**src/sv/swq_pkg.sv**
```systemverilog
// Shared types and constants for the stack_with_queries block.
// No dependencies; imported by the top level and its checker.
package swq_pkg;

    localparam int DATA_W    = 32;
    localparam int SUM_W     = 40;
    localparam int CNT_OUT_W = 7;

    typedef enum logic [1:0] {
        ACT_PUSH    = 2'd0,
        ACT_POP     = 2'd1,
        ACT_REVERSE = 2'd2,
        ACT_INSPECT = 2'd3
    } t_action;

    typedef enum logic [1:0] {
        ST_OK        = 2'd0,
        ST_OVERFLOW  = 2'd1,
        ST_UNDERFLOW = 2'd2
    } t_status;

    typedef enum logic [3:0] {
        S_IDLE,
        S_POP,
        S_REV_LO,
        S_REV_HI,
        S_INSPECT,
        S_Q_ENDS,
        S_Q_MID,
        S_DONE
    } t_state;

endpackage

```
**src/sv/stack_with_queries.sv**
```systemverilog
// Bounded LIFO stack of signed words with query results, held in one RAM
// with two registered read ports and one write port.
// Depends on swq_pkg.
//
// Usage:
//   Input channel (i_in_valid / o_in_stall) carries one word: an action
//   (push, pop, reverse, inspect) and a push value. Output channel
//   (o_out_valid / i_out_stall) returns exactly one result word per input
//   word: status, popped value, entry count, top/bottom/middle entries, and
//   on inspect the sum, largest, smallest and palindrome flag.
//   A new word is accepted the cycle after the previous result enters the output
//   register; the RAM's single write port (reverse) and the per-entry read walk
//   (inspect) set the rate.
//   Top, bottom and middle are re-read from RAM after every action.
//   The output register holds its result while i_out_stall is high; the
//   next word is still accepted and worked on, and waits in its final state
//   until the output register frees up.
//   Reset (synchronous, active low) empties the stack and drops any pending
//   result. RAM contents are not cleared; only entries below the count are
//   ever read, and accesses are sequenced so no read overlaps a pending write.
module stack_with_queries #(
    parameter int DEPTH = 8
) (
    input  logic                                   i_clk,
    input  logic                                   i_rst_n,
    input  logic                                   i_in_valid,
    output logic                                   o_in_stall,
    input  logic [1:0]                             i_action,
    input  logic signed [swq_pkg::DATA_W-1:0]      i_push_value,
    output logic                                   o_out_valid,
    input  logic                                   i_out_stall,
    output logic [1:0]                             o_status,
    output logic signed [swq_pkg::DATA_W-1:0]      o_popped_value,
    output logic [swq_pkg::CNT_OUT_W-1:0]          o_entry_count,
    output logic signed [swq_pkg::DATA_W-1:0]      o_top_value,
    output logic signed [swq_pkg::DATA_W-1:0]      o_bottom_value,
    output logic signed [swq_pkg::DATA_W-1:0]      o_middle_value,
    output logic signed [swq_pkg::SUM_W-1:0]       o_total,
    output logic signed [swq_pkg::DATA_W-1:0]      o_largest,
    output logic signed [swq_pkg::DATA_W-1:0]      o_smallest,
    output logic                                   o_is_palindrome
);
    import swq_pkg::*;

    localparam int AW = $clog2(DEPTH);
    localparam int CW = $clog2(DEPTH + 1);

    // storage
    logic [DATA_W-1:0] r_mem [DEPTH];
    logic [DATA_W-1:0] r_rd_a, r_rd_b;

    // control
    t_state          r_state, n_state;
    logic [CW-1:0]   r_count, n_count;
    logic            r_out_valid, n_out_valid;

    // work registers
    t_status                    r_status, n_status;
    logic signed [DATA_W-1:0]   r_popped, n_popped;
    logic signed [DATA_W-1:0]   r_top, n_top;
    logic signed [SUM_W-1:0]    r_total, n_total;
    logic signed [DATA_W-1:0]   r_max, n_max;
    logic signed [DATA_W-1:0]   r_min, n_min;
    logic                       r_pal, n_pal;
    logic                       r_first, n_first;
    logic                       r_hit, n_hit;
    logic [CW-1:0]              r_idx, n_idx;
    logic [AW-1:0]              r_lo, n_lo;
    logic [AW-1:0]              r_hi, n_hi;

    // output register
    t_status                    r_o_status;
    logic signed [DATA_W-1:0]   r_o_popped, r_o_top, r_o_bottom, r_o_middle;
    logic signed [DATA_W-1:0]   r_o_max, r_o_min;
    logic signed [SUM_W-1:0]    r_o_total;
    logic [CW-1:0]              r_o_count;
    logic                       r_o_pal;

    // RAM access
    logic                w_wr_en, w_rd_en_a, w_rd_en_b, w_load;
    logic [AW-1:0]       w_wr_addr, w_rd_addr_a, w_rd_addr_b;
    logic [DATA_W-1:0]   w_wr_data;

    logic                       w_empty, w_full, w_more;
    logic [AW-1:0]              w_top_addr, w_mid_addr;
    logic signed [DATA_W-1:0]   w_val;

    assign w_empty    = (r_count == '0);
    assign w_full     = (r_count == CW'(DEPTH));
    assign w_top_addr = w_empty ? '0 : AW'(r_count - CW'(1));
    assign w_mid_addr = w_empty ? '0 : AW'((r_count - CW'(1)) >> 1);
    // another pair to swap after (lo, hi)
    assign w_more     = (CW'(r_hi) > CW'(r_lo) + CW'(2));
    assign w_val      = $signed(r_rd_a);

    always_comb begin
        n_state     = r_state;
        n_count     = r_count;
        n_out_valid = r_out_valid & i_out_stall;
        n_status    = r_status;
        n_popped    = r_popped;
        n_top       = r_top;
        n_total     = r_total;
        n_max       = r_max;
        n_min       = r_min;
        n_pal       = r_pal;
        n_first     = r_first;
        n_hit       = r_hit;
        n_idx       = r_idx;
        n_lo        = r_lo;
        n_hi        = r_hi;
        w_wr_en     = 1'b0;
        w_wr_addr   = '0;
        w_wr_data   = '0;
        w_rd_en_a   = 1'b0;
        w_rd_en_b   = 1'b0;
        w_rd_addr_a = '0;
        w_rd_addr_b = '0;
        w_load      = 1'b0;

        case (r_state)
            S_IDLE: begin
                if (i_in_valid) begin
                    n_status = ST_OK;
                    n_popped = '0;
                    n_total  = '0;
                    n_max    = '0;
                    n_min    = '0;
                    n_pal    = 1'b0;
                    n_state  = S_Q_ENDS;
                    case (t_action'(i_action))
                        ACT_PUSH: begin
                            if (w_full) begin
                                n_status = ST_OVERFLOW;
                            end else begin
                                w_wr_en   = 1'b1;
                                w_wr_addr = AW'(r_count);
                                w_wr_data = i_push_value;
                                n_count   = r_count + CW'(1);
                            end
                        end
                        ACT_POP: begin
                            if (w_empty) begin
                                n_status = ST_UNDERFLOW;
                            end else begin
                                w_rd_en_a   = 1'b1;
                                w_rd_addr_a = w_top_addr;
                                n_state     = S_POP;
                            end
                        end
                        ACT_REVERSE: begin
                            n_lo = '0;
                            n_hi = w_top_addr;
                            if (r_count > CW'(1)) begin
                                w_rd_en_a   = 1'b1;
                                w_rd_en_b   = 1'b1;
                                w_rd_addr_a = '0;
                                w_rd_addr_b = w_top_addr;
                                n_state     = S_REV_LO;
                            end
                        end
                        ACT_INSPECT: begin
                            n_idx   = '0;
                            n_hit   = 1'b0;
                            n_first = 1'b1;
                            n_pal   = 1'b1;
                            n_state = S_INSPECT;
                        end
                        default: begin
                            n_state = S_Q_ENDS;
                        end
                    endcase
                end
            end
            S_POP: begin
                n_popped = $signed(r_rd_a);
                n_count  = r_count - CW'(1);
                n_state  = S_Q_ENDS;
            end
            S_REV_LO: begin
                w_wr_en   = 1'b1;
                w_wr_addr = r_lo;
                w_wr_data = r_rd_b;
                n_state   = S_REV_HI;
            end
            S_REV_HI: begin
                w_wr_en   = 1'b1;
                w_wr_addr = r_hi;
                w_wr_data = r_rd_a;
                if (w_more) begin
                    // next pair read never touches lo or hi being written
                    w_rd_en_a   = 1'b1;
                    w_rd_en_b   = 1'b1;
                    w_rd_addr_a = r_lo + AW'(1);
                    w_rd_addr_b = r_hi - AW'(1);
                    n_lo        = r_lo + AW'(1);
                    n_hi        = r_hi - AW'(1);
                    n_state     = S_REV_LO;
                end else begin
                    n_state = S_Q_ENDS;
                end
            end
            S_INSPECT: begin
                // read entry i and its mirror, fold them in the cycle after
                if (r_idx < r_count) begin
                    w_rd_en_a   = 1'b1;
                    w_rd_en_b   = 1'b1;
                    w_rd_addr_a = AW'(r_idx);
                    w_rd_addr_b = AW'(r_count - CW'(1) - r_idx);
                    n_idx       = r_idx + CW'(1);
                    n_hit       = 1'b1;
                end else begin
                    n_hit = 1'b0;
                end
                if (r_hit) begin
                    n_total = r_total + {{(SUM_W-DATA_W){w_val[DATA_W-1]}}, w_val};
                    if (r_first || w_val > r_max) begin
                        n_max = w_val;
                    end
                    if (r_first || w_val < r_min) begin
                        n_min = w_val;
                    end
                    n_first = 1'b0;
                    if (r_rd_a != r_rd_b) begin
                        n_pal = 1'b0;
                    end
                end
                if (!r_hit && r_idx == r_count) begin
                    n_state = S_Q_ENDS;
                end
            end
            S_Q_ENDS: begin
                if (!w_empty) begin
                    w_rd_en_a   = 1'b1;
                    w_rd_en_b   = 1'b1;
                    w_rd_addr_a = w_top_addr;
                    w_rd_addr_b = '0;
                end
                n_state = S_Q_MID;
            end
            S_Q_MID: begin
                n_top = $signed(r_rd_a);
                if (!w_empty) begin
                    w_rd_en_a   = 1'b1;
                    w_rd_addr_a = w_mid_addr;
                end
                n_state = S_DONE;
            end
            S_DONE: begin
                if (!r_out_valid || !i_out_stall) begin
                    w_load      = 1'b1;
                    n_out_valid = 1'b1;
                    n_state     = S_IDLE;
                end
            end
            default: begin
                n_state = S_IDLE;
            end
        endcase
    end

    always_ff @(posedge i_clk) begin
        if (w_wr_en) begin
            r_mem[w_wr_addr] <= w_wr_data;
        end
        if (w_rd_en_a) begin
            r_rd_a <= r_mem[w_rd_addr_a];
        end
        if (w_rd_en_b) begin
            r_rd_b <= r_mem[w_rd_addr_b];
        end
    end

    always_ff @(posedge i_clk) begin
        if (!i_rst_n) begin
            r_state     <= S_IDLE;
            r_count     <= '0;
            r_out_valid <= 1'b0;
        end else begin
            r_state     <= n_state;
            r_count     <= n_count;
            r_out_valid <= n_out_valid;
        end
    end

    always_ff @(posedge i_clk) begin
        r_status <= n_status;
        r_popped <= n_popped;
        r_top    <= n_top;
        r_total  <= n_total;
        r_max    <= n_max;
        r_min    <= n_min;
        r_pal    <= n_pal;
        r_first  <= n_first;
        r_hit    <= n_hit;
        r_idx    <= n_idx;
        r_lo     <= n_lo;
        r_hi     <= n_hi;
        if (w_load) begin
            r_o_status <= r_status;
            r_o_popped <= r_popped;
            r_o_count  <= r_count;
            r_o_top    <= w_empty ? '0 : r_top;
            r_o_bottom <= w_empty ? '0 : $signed(r_rd_b);
            r_o_middle <= w_empty ? '0 : $signed(r_rd_a);
            r_o_total  <= r_total;
            r_o_max    <= r_max;
            r_o_min    <= r_min;
            r_o_pal    <= r_pal;
        end
    end

    assign o_in_stall      = (r_state != S_IDLE);
    assign o_out_valid     = r_out_valid;
    assign o_status        = r_o_status;
    assign o_popped_value  = r_o_popped;
    assign o_entry_count   = CNT_OUT_W'(r_o_count);
    assign o_top_value     = r_o_top;
    assign o_bottom_value  = r_o_bottom;
    assign o_middle_value  = r_o_middle;
    assign o_total         = r_o_total;
    assign o_largest       = r_o_max;
    assign o_smallest      = r_o_min;
    assign o_is_palindrome = r_o_pal;

endmodule

```
**config.mk**
```make
export PLATFORM = sky130hd
export DESIGN_NAME = stack_with_queries
export DESIGN_NICKNAME = d
export VERILOG_FILES = /design/src/sv/swq_pkg.sv /design/src/sv/stack_with_queries.sv
export SDC_FILE = /design/constraint.sdc
export NUM_CORES = 1
export LEC_CHECK = 0
export BUFFER_PORTS_ARGS = -buffer_cell sky130_fd_sc_hd__buf_2
export CAP_MARGIN = 20
export CORE_ASPECT_RATIO = 0.75
export CORE_MARGIN = 5
export CORE_UTILIZATION = 30
export CTS_CLUSTER_DIAMETER = 100
export DETAILED_ROUTE_END_ITERATION = 10
export GPL_TIMING_DRIVEN = 0
export SYNTH_ARGS = -nofsm -noshare
export SYNTH_HDL_FRONTEND = slang
export SYNTH_SLANG_ARGS = --single-unit
```
**constraint.sdc**
```tcl
create_clock -name i_clk -period 13.8 [get_ports i_clk]
set_input_delay 2.07 -clock i_clk [delete_from_list [all_inputs] [get_ports i_clk]]
set_output_delay 2.07 -clock i_clk [all_outputs]
set_load 0.1 [all_outputs]
```
* Yosys cells after proc, flatten, opt, wreduce, memory -nomap -nowiden *
Memories as Yosys holds them, arrays and structs flattened. A register that Yosys moved wholly into a read port is not among the register bits.
Cells that the tools add are included.

word-level totals
  flip-flop bits (word level) = 431
  memory bits (writable) = 256
  bits of input ports = 38
  output and inout port bits = 244
  word-level logic and storage cells = 186
  memories = 1

memories
  memory  words  width  rd ports  clocked after Yosys merged registers in  write ports  RTL line                  RTL
  r_mem   8      32     2         2                                        1            stack_with_queries.sv:49  logic [DATA_W-1:0] r_mem [DEPTH];

cells by class
  add/sub/neg operators = 8
  magnitude comparators = 5
  equality and inequality tests = 26
  mux-type cells = 92
  bitwise gates (word level) = 1
  reduce and logical (&&, ||, !) cells = 28

operator list
  kind                                           count
  two-way mux 32 bit                             8
  case mux 32 bit (2 select lines)               3
  case mux 32 bit (3 select lines)               1
  two-way mux 40 bit                             2
  case mux 40 bit (2 select lines)               1
  two-way mux 3 bit                              24
  adder 40 bit                                   1
  two-way mux 4 bit                              9
  greater-than comparator 32 bit                 1
  < comparator 32 bit                            1
  != test 32 bit                                 1
  case mux 4 bit (8 select lines)                1
  AND reduction 4 bit                            7
  case mux 3 bit (3 select lines)                3
  two-way mux 1 bit                              26
  != test 2 bit, second input constant           10
  == test 4 x 3 -> 1 bit, second input constant  4
  case mux 4 bit (2 select lines)                2
  case mux 3 bit (5 select lines)                1
  case mux 3 bit (2 select lines)                2
  case mux 1 bit (2 select lines)                5
  AND reduction 3 bit                            3
  adder 4 x 1 -> 4 bit, second input constant    2
  == test 4 x 2 -> 1 bit, second input constant  2
  27 further kinds                               40

* Depth between registers and ports, before layout *
Gate-level depths: netlist of run 1.

  word-level depth = 7
  depth in mapped cells = 13
  depth with buffers taken out = 11

* Least setup slack after synthesis of run 1 *
OpenSTA, ideal clock, no wires.

  path kind = input to register
  from = in i_out_stall
  to = reg r_o_bottom[0], in the netlist o_bottom_value[0] (enable)
  library setup time = 0.918 ns
  data arrival time = 13.545 ns
  data required time = 12.882 ns
  setup slack = -0.663 ns
  cell stages on the path = 1
  buffers on the path = 0
  cell sequence = a21oi_1

between the ends
  cells in the longest elaborated chain, start to end = 4

RTL lines
  item                    RTL line                   RTL
  start: declaration      stack_with_queries.sv:31   input logic i_out_stall,
  zero test 1 bit         stack_with_queries.sv:250  if (!r_out_valid || !i_out_stall) begin
  logical OR 1 bit        stack_with_queries.sv:250
  two-way mux 1 bit       stack_with_queries.sv:250
  two-way mux 1 bit       stack_with_queries.sv:121  case (r_state)
  end signal: assignment  stack_with_queries.sv:304  r_o_bottom <= w_empty ? '0 : $signed(r_rd_b);
  end: declaration        stack_with_queries.sv:73   logic signed [DATA_W-1:0] r_o_popped, r_o_top, r_o_bottom, r_o_middle;

No other way between the ends.
A chain may end at the register's enable or synchronous reset.

* Worst setup path after layout of run 1 *
  from = in i_action[0]
  to = mem r_mem[4][21] (enable)

between the ends
  cells in the longest elaborated chain, start to end = 6
  elaborated cells on any way between the ends = 9
  classes of those cells = 8 x mux; 1 x reduce/logical

RTL lines
  item                                     RTL line                   RTL
  start: declaration                       stack_with_queries.sv:28   input logic [1:0] i_action,
  zero test 2 bit (*)                      stack_with_queries.sv:131  case (t_action'(i_action))
  two-way mux 1 bit                        stack_with_queries.sv:131
  two-way mux 1 bit                        stack_with_queries.sv:123  if (i_in_valid) begin
  case mux 1 bit (2 select lines)          stack_with_queries.sv:121
  two-way mux 1 bit                        stack_with_queries.sv:263  if (w_wr_en) begin
  two-way mux 1 bit (not written as such)  stack_with_queries.sv:264  r_mem[w_wr_addr] <= w_wr_data;
  end: declaration                         stack_with_queries.sv:49

Every way passes the cells marked *; elsewhere a longest branch is shown, timed or not.

==> results.json, run 1 <==
{
  "hold_viol_final": 0,
  "synth_cell_types": 68,
  "syn-instance-count": 2662,
  "first_pass_iters": 8,
  "cts_resized": 0,
  "post_drt_wl_per_cell_um": 25.4,
  "ios": 282,
  "finalCriticalPeriod_ns": 5.50,
  "drt-total-wl_um": 118000,
  "htreeDepth": 3,
  "async_reset_ff_frac": 0,
  "grt_pass1_vias": 23095,
  "initial_utilization": 0.302,
  "seq_area_frac_synth": 0.657,
  "max_cap_violations": 0,
  "rsz0062_at_grt": "no",
  "dieArea_um2": 121000,
  "outcome": "completed",
  "largest_reg_flops": 256,
  "nNetsFinal": 3214,
  "pre_cts_ws_ns": 7.74,
  "critical_path_arrival_ns": 5.83,
  "p_per_area_nw_per_um2": 226,
  "drive_above_1_share": 0.158,
  "rows": 107,
  "layout_setup_ws_ns": 8.30,
  "antenna_found_initial": 20,
  "yosysWarnings": 0,
  "path_clk_slew_ns": 0.07,
  "synth_edf_count": 742,
  "grt-ovfl-total": 0,
  "syn_to_final_growth_pct": 19.1,
  "cp-start-kind": "input pin",
  "hold_slack_ns": 0.411,
  "syn_area_per_cell_um2": 12.8,
  "netlist_area_um2": 34200,
  "antenna_left": 0,
  "max_slew.worst_pin.slew_ns": 1.38,
  "gp_congestion": 0.885,
  "largest_register": "r_mem",
  "clock_sinks": 750,
  "cts-hold-fix-buffers": 0,
  "cp-end-kind": "register",
  "clock_skew_ns": 0.0514,
  "ys.flop_type": "edfxtp_1",
  "final_util": 0.359,
  "cts_tree": "done",
  "die_w_um": 400,
  "clockBufferDepth": 3,
  "grt.total_usage": 0.188,
  "fin_tns_setup_ns": 0,
  "worst-setup-path-type": "input pin to register",
  "slew_viol_final": 0,
  "min-delay-path-class": "register to register",
  "most-common-layout-cells": "edfxtp_1 (742), buf_2 (302), nor2_1 (283), nand2_1 (230), mux2i_1 (135)",
  "dp_hpwl_um": 82800,
  "postCtsSetupBuffers": 0,
  "final_common_cell": "edfxtp_1",
  "core_um2": 113000,
  "crit_fanout": 17,
  "cts_inserted_buffers": 76,
  "grt_max_degree": 34,
  "vias": 24462,
  "post-route-drc-count": 0,
  "finalSetupViolCount": 0,
  "insertion_delay_ns": 0.66,
  "fmax_mhz": 182,
  "cp.required_ns": 14.13,
  "die_y_um": 302,
  "grt_pass1_wl_um": 164000,
  "root_buffer": "clkbuf_16",
  "fin_crit_sh": 0.399,
  "viasPerCell": 5.27,
  "drtIter0Drc": 3508,
  "slew_headroom": 0.0816,
  "p_leak_nw": 16.0,
  "ir_drop_mv": 0.100,
  "nFillCells": 10952,
  "ys_ff_latch": 750,
  "io_buffer_count": 278
}
==> worst max-delay path: stages <==
cell	delay, ns
buf_2	0.12
inv_1	0.07
ha_1	0.28
nand2_1	0.13
nor2_1	0.25
a222oi_1	1.24
nand4_1	0.50
nor2_4	0.85
buf_12	0.27
==> layer usage <==
| metal | routed length (µm) | vias to the layer above | global-route usage |
|---|---|---|---|
| met5 | 41 | - | 0 |
| met4 | 3360 | 6 | 0.0513 |
| met3 | 13600 | 203 | 0.0493 |
| met2 | 50400 | 1512 | 0.281 |
| met1 | 50500 | 12115 | 0.270 |
| li1 | - | 10626 | - |
==> area by class of cell <==
cell class / count / area (µm²) / area share
diodes: 1 / 2.50 / 0.0000615
plain buffers: 136 / 634 / 0.0156
clock buffers: 92 / 1970 / 0.0485
clock inverters: 48 / 514 / 0.0126
inverters: 125 / 469 / 0.0115
multi-input cells: 1653 / 10700 / 0.264
flip-flops and latches: 750 / 22400 / 0.552
well taps: 1526 / 1910 / 0.0469
repair buffers: 311 / 1980 / 0.0488
==> report_power, final <==
group | switching [mW] | internal [mW]
clock | 0.938 | 1.17
sequential | 0.478 | 3.20
combinational | 2.22 | 1.17
total | 3.64 | 5.53
==> cell usage after synthesis, types with 24 or more instances <==
| cell | count | area (µm²) |
|---|---|---|
| nand3_1 | 84 | 420 |
| o21ai_0 | 62 | 310 |
| a21oi_1 | 97 | 485 |
| and2_1 | 111 | 694 |
| o21ai_1 | 36 | 180 |
| and3_1 | 73 | 457 |
| nor3_1 | 24 | 120 |
| buf_2 | 24 | 120 |
| a222oi_1 | 34 | 340 |
| nor2_1 | 289 | 1080 |
| o211ai_1 | 42 | 315 |
| clkbuf_1 | 84 | 315 |
| edfxtp_1 | 742 | 22300 |
| xnor2_1 | 53 | 464 |
| inv_1 | 123 | 462 |
| nand4_1 | 26 | 163 |
| nand2_1 | 231 | 867 |
| ha_1 | 121 | 1510 |
| a21o_1 | 49 | 368 |
| a221oi_1 | 35 | 307 |
| mux2i_1 | 135 | 1350 |
==> worst paths after layout <==
path / startpoint / end / slack (ns) / cells past startpoint
min reg2reg: r_popped[25] / o_popped_value[25] / 0.41 / 0
min: r_popped[25] / o_popped_value[25] / 0.41 / 0
max reg2reg: r_count[0] / r_mem[4][21] / 8.56 / 10
max: i_action[0] / r_mem[4][21] / 8.30 / 9
==> cells by family after synthesis <==
| logic type | Yosys count | synth area share |
|---|---|---|
| AOI/OAI and AO/OA | 437 | 0.0867 |
| xor gates and xnor gates | 72 | 0.0185 |
| adders and majority gates | 123 | 0.0455 |
| buffers and inverters | 261 | 0.0323 |
| DFF | 750 | 0.657 |
| muxes | 135 | 0.0396 |
| other | 1 | 0.000110 |
| and+or+nand+nor | 883 | 0.120 |
==> stage by stage <==
step,instance area [µm²],total power [mW],cells
after global placement,37500,6.93,4468
after detailed placement,38200,7.04,4500
final,40700,9.17,4642
after global routing,40700,9.63,4641
after CTS,40700,9.15,4640
after floorplan,34200,5.66,2664
Note: power is estimated with default switching activity, not from simulation.
==> inputs of run 2 (changes only) <==
==> constraint.sdc (replaced) <==
create_clock -name i_clk -period 5.8 [get_ports i_clk]
set_input_delay 0.87 -clock i_clk [delete_from_list [all_inputs] [get_ports i_clk]]
set_output_delay 0.87 -clock i_clk [all_outputs]
set_load 0.1 [all_outputs]
==> results.json, run 2 (synthesized netlist as in run 1, its figures left out) <==
{
  "outcome": "completed",
  "max_slew.worst_pin.slew_ns": 1.37,
  "rows": 107,
  "max_cap_violations": 0,
  "multi_input_area_um2": 10700,
  "vias": 24074,
  "first_pass_iters": 9,
  "startpoint": "r_count[0]",
  "cp-start-kind": "register",
  "fmax_mhz": 199,
  "viasPerCell": 5.18,
  "slew_headroom": 0.0887,
  "nNetsFinal": 3218,
  "top_usage_layer": "met2",
  "post_drt_wl_per_cell_um": 25.2,
  "htreeDepth": 3,
  "syn_to_final_growth_pct": 19.5,
  "die_y_um": 302,
  "drt-total-wl_um": 117000,
  "critical_path_arrival_ns": 5.36,
  "grt.total_usage": 0.188,
  "rsz0062_at_grt": "no",
  "clock_sinks": 750,
  "postCtsSetupBuffers": 0,
  "crit_fanout": 19,
  "core_um2": 113000,
  "io_buffer_count": 278,
  "cts_resized": 0,
  "gr-usage-met2": 0.280,
  "cts-hold-fix-buffers": 0,
  "cp_slowest_stage_delay_ns": 1.25,
  "insertion_delay_ns": 0.66,
  "hold_viol_final": 0,
  "r2r-end": "r_mem[0][22]",
  "grt_use_met3": 0.0509,
  "clockBufferDepth": 3,
  "most-common-layout-cells": "edfxtp_1 (742), buf_2 (302), nor2_1 (283), nand2_1 (230), mux2i_1 (135)",
  "finalSetupViolCount": 0,
  "grt_pass1_vias": 22845,
  "path_cells": "inv_1 -> ha_1 -> clkbuf_1 -> nand2_1 -> o21ai_0 -> nor2_1 -> a222oi_1 -> nand4_1 -> nor2_4 -> buf_12",
  "nFillCells": 10964,
  "rr_worst_depth": 10,
  "antenna_found_initial": 17,
  "largest_reg_flops": 256,
  "cp.required_ns": 6.13,
  "clock_skew_ns": 0.0269,
  "cpMaxStageDelayCell": "a222oi_1",
  "ir_drop_mv": 0.279,
  "final_common_cell": "edfxtp_1",
  "grt_max_degree": 34,
  "largest_register": "r_mem",
  "drtIter0Drc": 3338,
  "drive_above_1_share": 0.159,
  "cts_inserted_buffers": 78,
  "path_clk_slew_ns": 0.06,
  "finalCriticalPeriod_ns": 5.04,
  "ios": 282,
  "root_buffer": "clkbuf_16",
  "gp_congestion": 0.878,
  "worst-setup-path-type": "register to register",
  "register_area_um2": 22400,
  "die_w_um": 400,
  "fin_crit_sh": 0.868,
  "initial_utilization": 0.302,
  "fin_tns_setup_ns": 0,
  "grt_pass1_wl_um": 163000,
  "final_util": 0.360,
  "r2r_setup_slack_ns": 0.76,
  "cp-end-kind": "register",
  "endpoint": "r_mem[0][22]",
  "post-route-drc-count": 0,
  "p_leak_nw": 16.1,
  "p_per_area_nw_per_um2": 537,
  "cts_tree": "done",
  "dp_hpwl_um": 82500,
  "rr_startpoint": "r_count[0]",
  "slew_viol_final": 0,
  "min-delay-path-class": "register to register",
  "grt_util_met1": 0.271,
  "antenna_left": 0,
  "dieArea_um2": 121000,
  "grt-ovfl-total": 0
}
## run 2: cell count changes in the layout (fill, tap and decap cells not counted), moves of 2 or more
cell       previous run  this run
clkinv_4              3         1
clkbuf_16            76        78
inv_6                 4         6
clkinv_2             10        12
buf_16                5         9
diode_2               1         3
inv_8                 2         0
clkinv_1             14        12
clkbuf_1             99       102
## run 2: cell type report
cell class	instances	share of cell area
inverters	125	0.0115
diodes	3	0.000184
well taps	1526	0.0468
repair buffers	313	0.0507
flip-flops and latches	750	0.550
plain buffers	136	0.0155
clock inverters	48	0.0128
clock buffers	96	0.0495
multi-input cells	1653	0.263
## run 2: worst min-delay path by stage
stage	start	endpoint	slack, ns	cells after the start
after CTS	r_popped[31]	o_popped_value[31]	0.41	0
after floorplan	r_pal	o_is_palindrome	0.40	0
final	r_popped[31]	o_popped_value[31]	0.41	0
after global placement	r_popped[26]	o_popped_value[26]	0.40	0
after detailed placement	r_popped[18]	o_popped_value[18]	0.40	0
after global routing	r_popped[31]	o_popped_value[31]	0.41	0
## run 2: worst max-delay path, delay by kind of cell, from the launching register on
kind,cells,cell delay (ns)
adders and majority gates,1,0.19
AOI/OAI and AO/OA,2,1.56
buffers and inverters,3,0.77
and+or+nand+nor,4,1.70
DFF,1,0.45
## run 2: per-layer routing
metal,vias up,share of wire
met5,-,0.00011
met4,2,0.023
met3,174,0.12
met2,1417,0.43
met1,11830,0.43
li1,10651,-
## run 2: metrics by stage
stage               setup slack (ns)  hold WS (ns)  area, µm²  cells  power [mW]
finish                         0.765         0.410      40800   4650        21.9
global route                   0.492         0.410      40800   4648        23.0
CTS                            0.874         0.413      40800   4647        21.9
detailed placement             0.920         0.405      38300   4503        16.8
global placement               -2.48         0.401      37500   4468        16.5
floorplan                      0.502         0.400      34200   2664        13.5
## run 2: power by group
part           leakage (nW)  switching [mW]  total (mW)  internal (mW)
clock                  1.23            2.24        5.11           2.87
combinational          7.89            5.29        8.09           2.80
sequential             6.98            1.11        8.72           7.61
total                  16.1            8.64        21.9           13.3
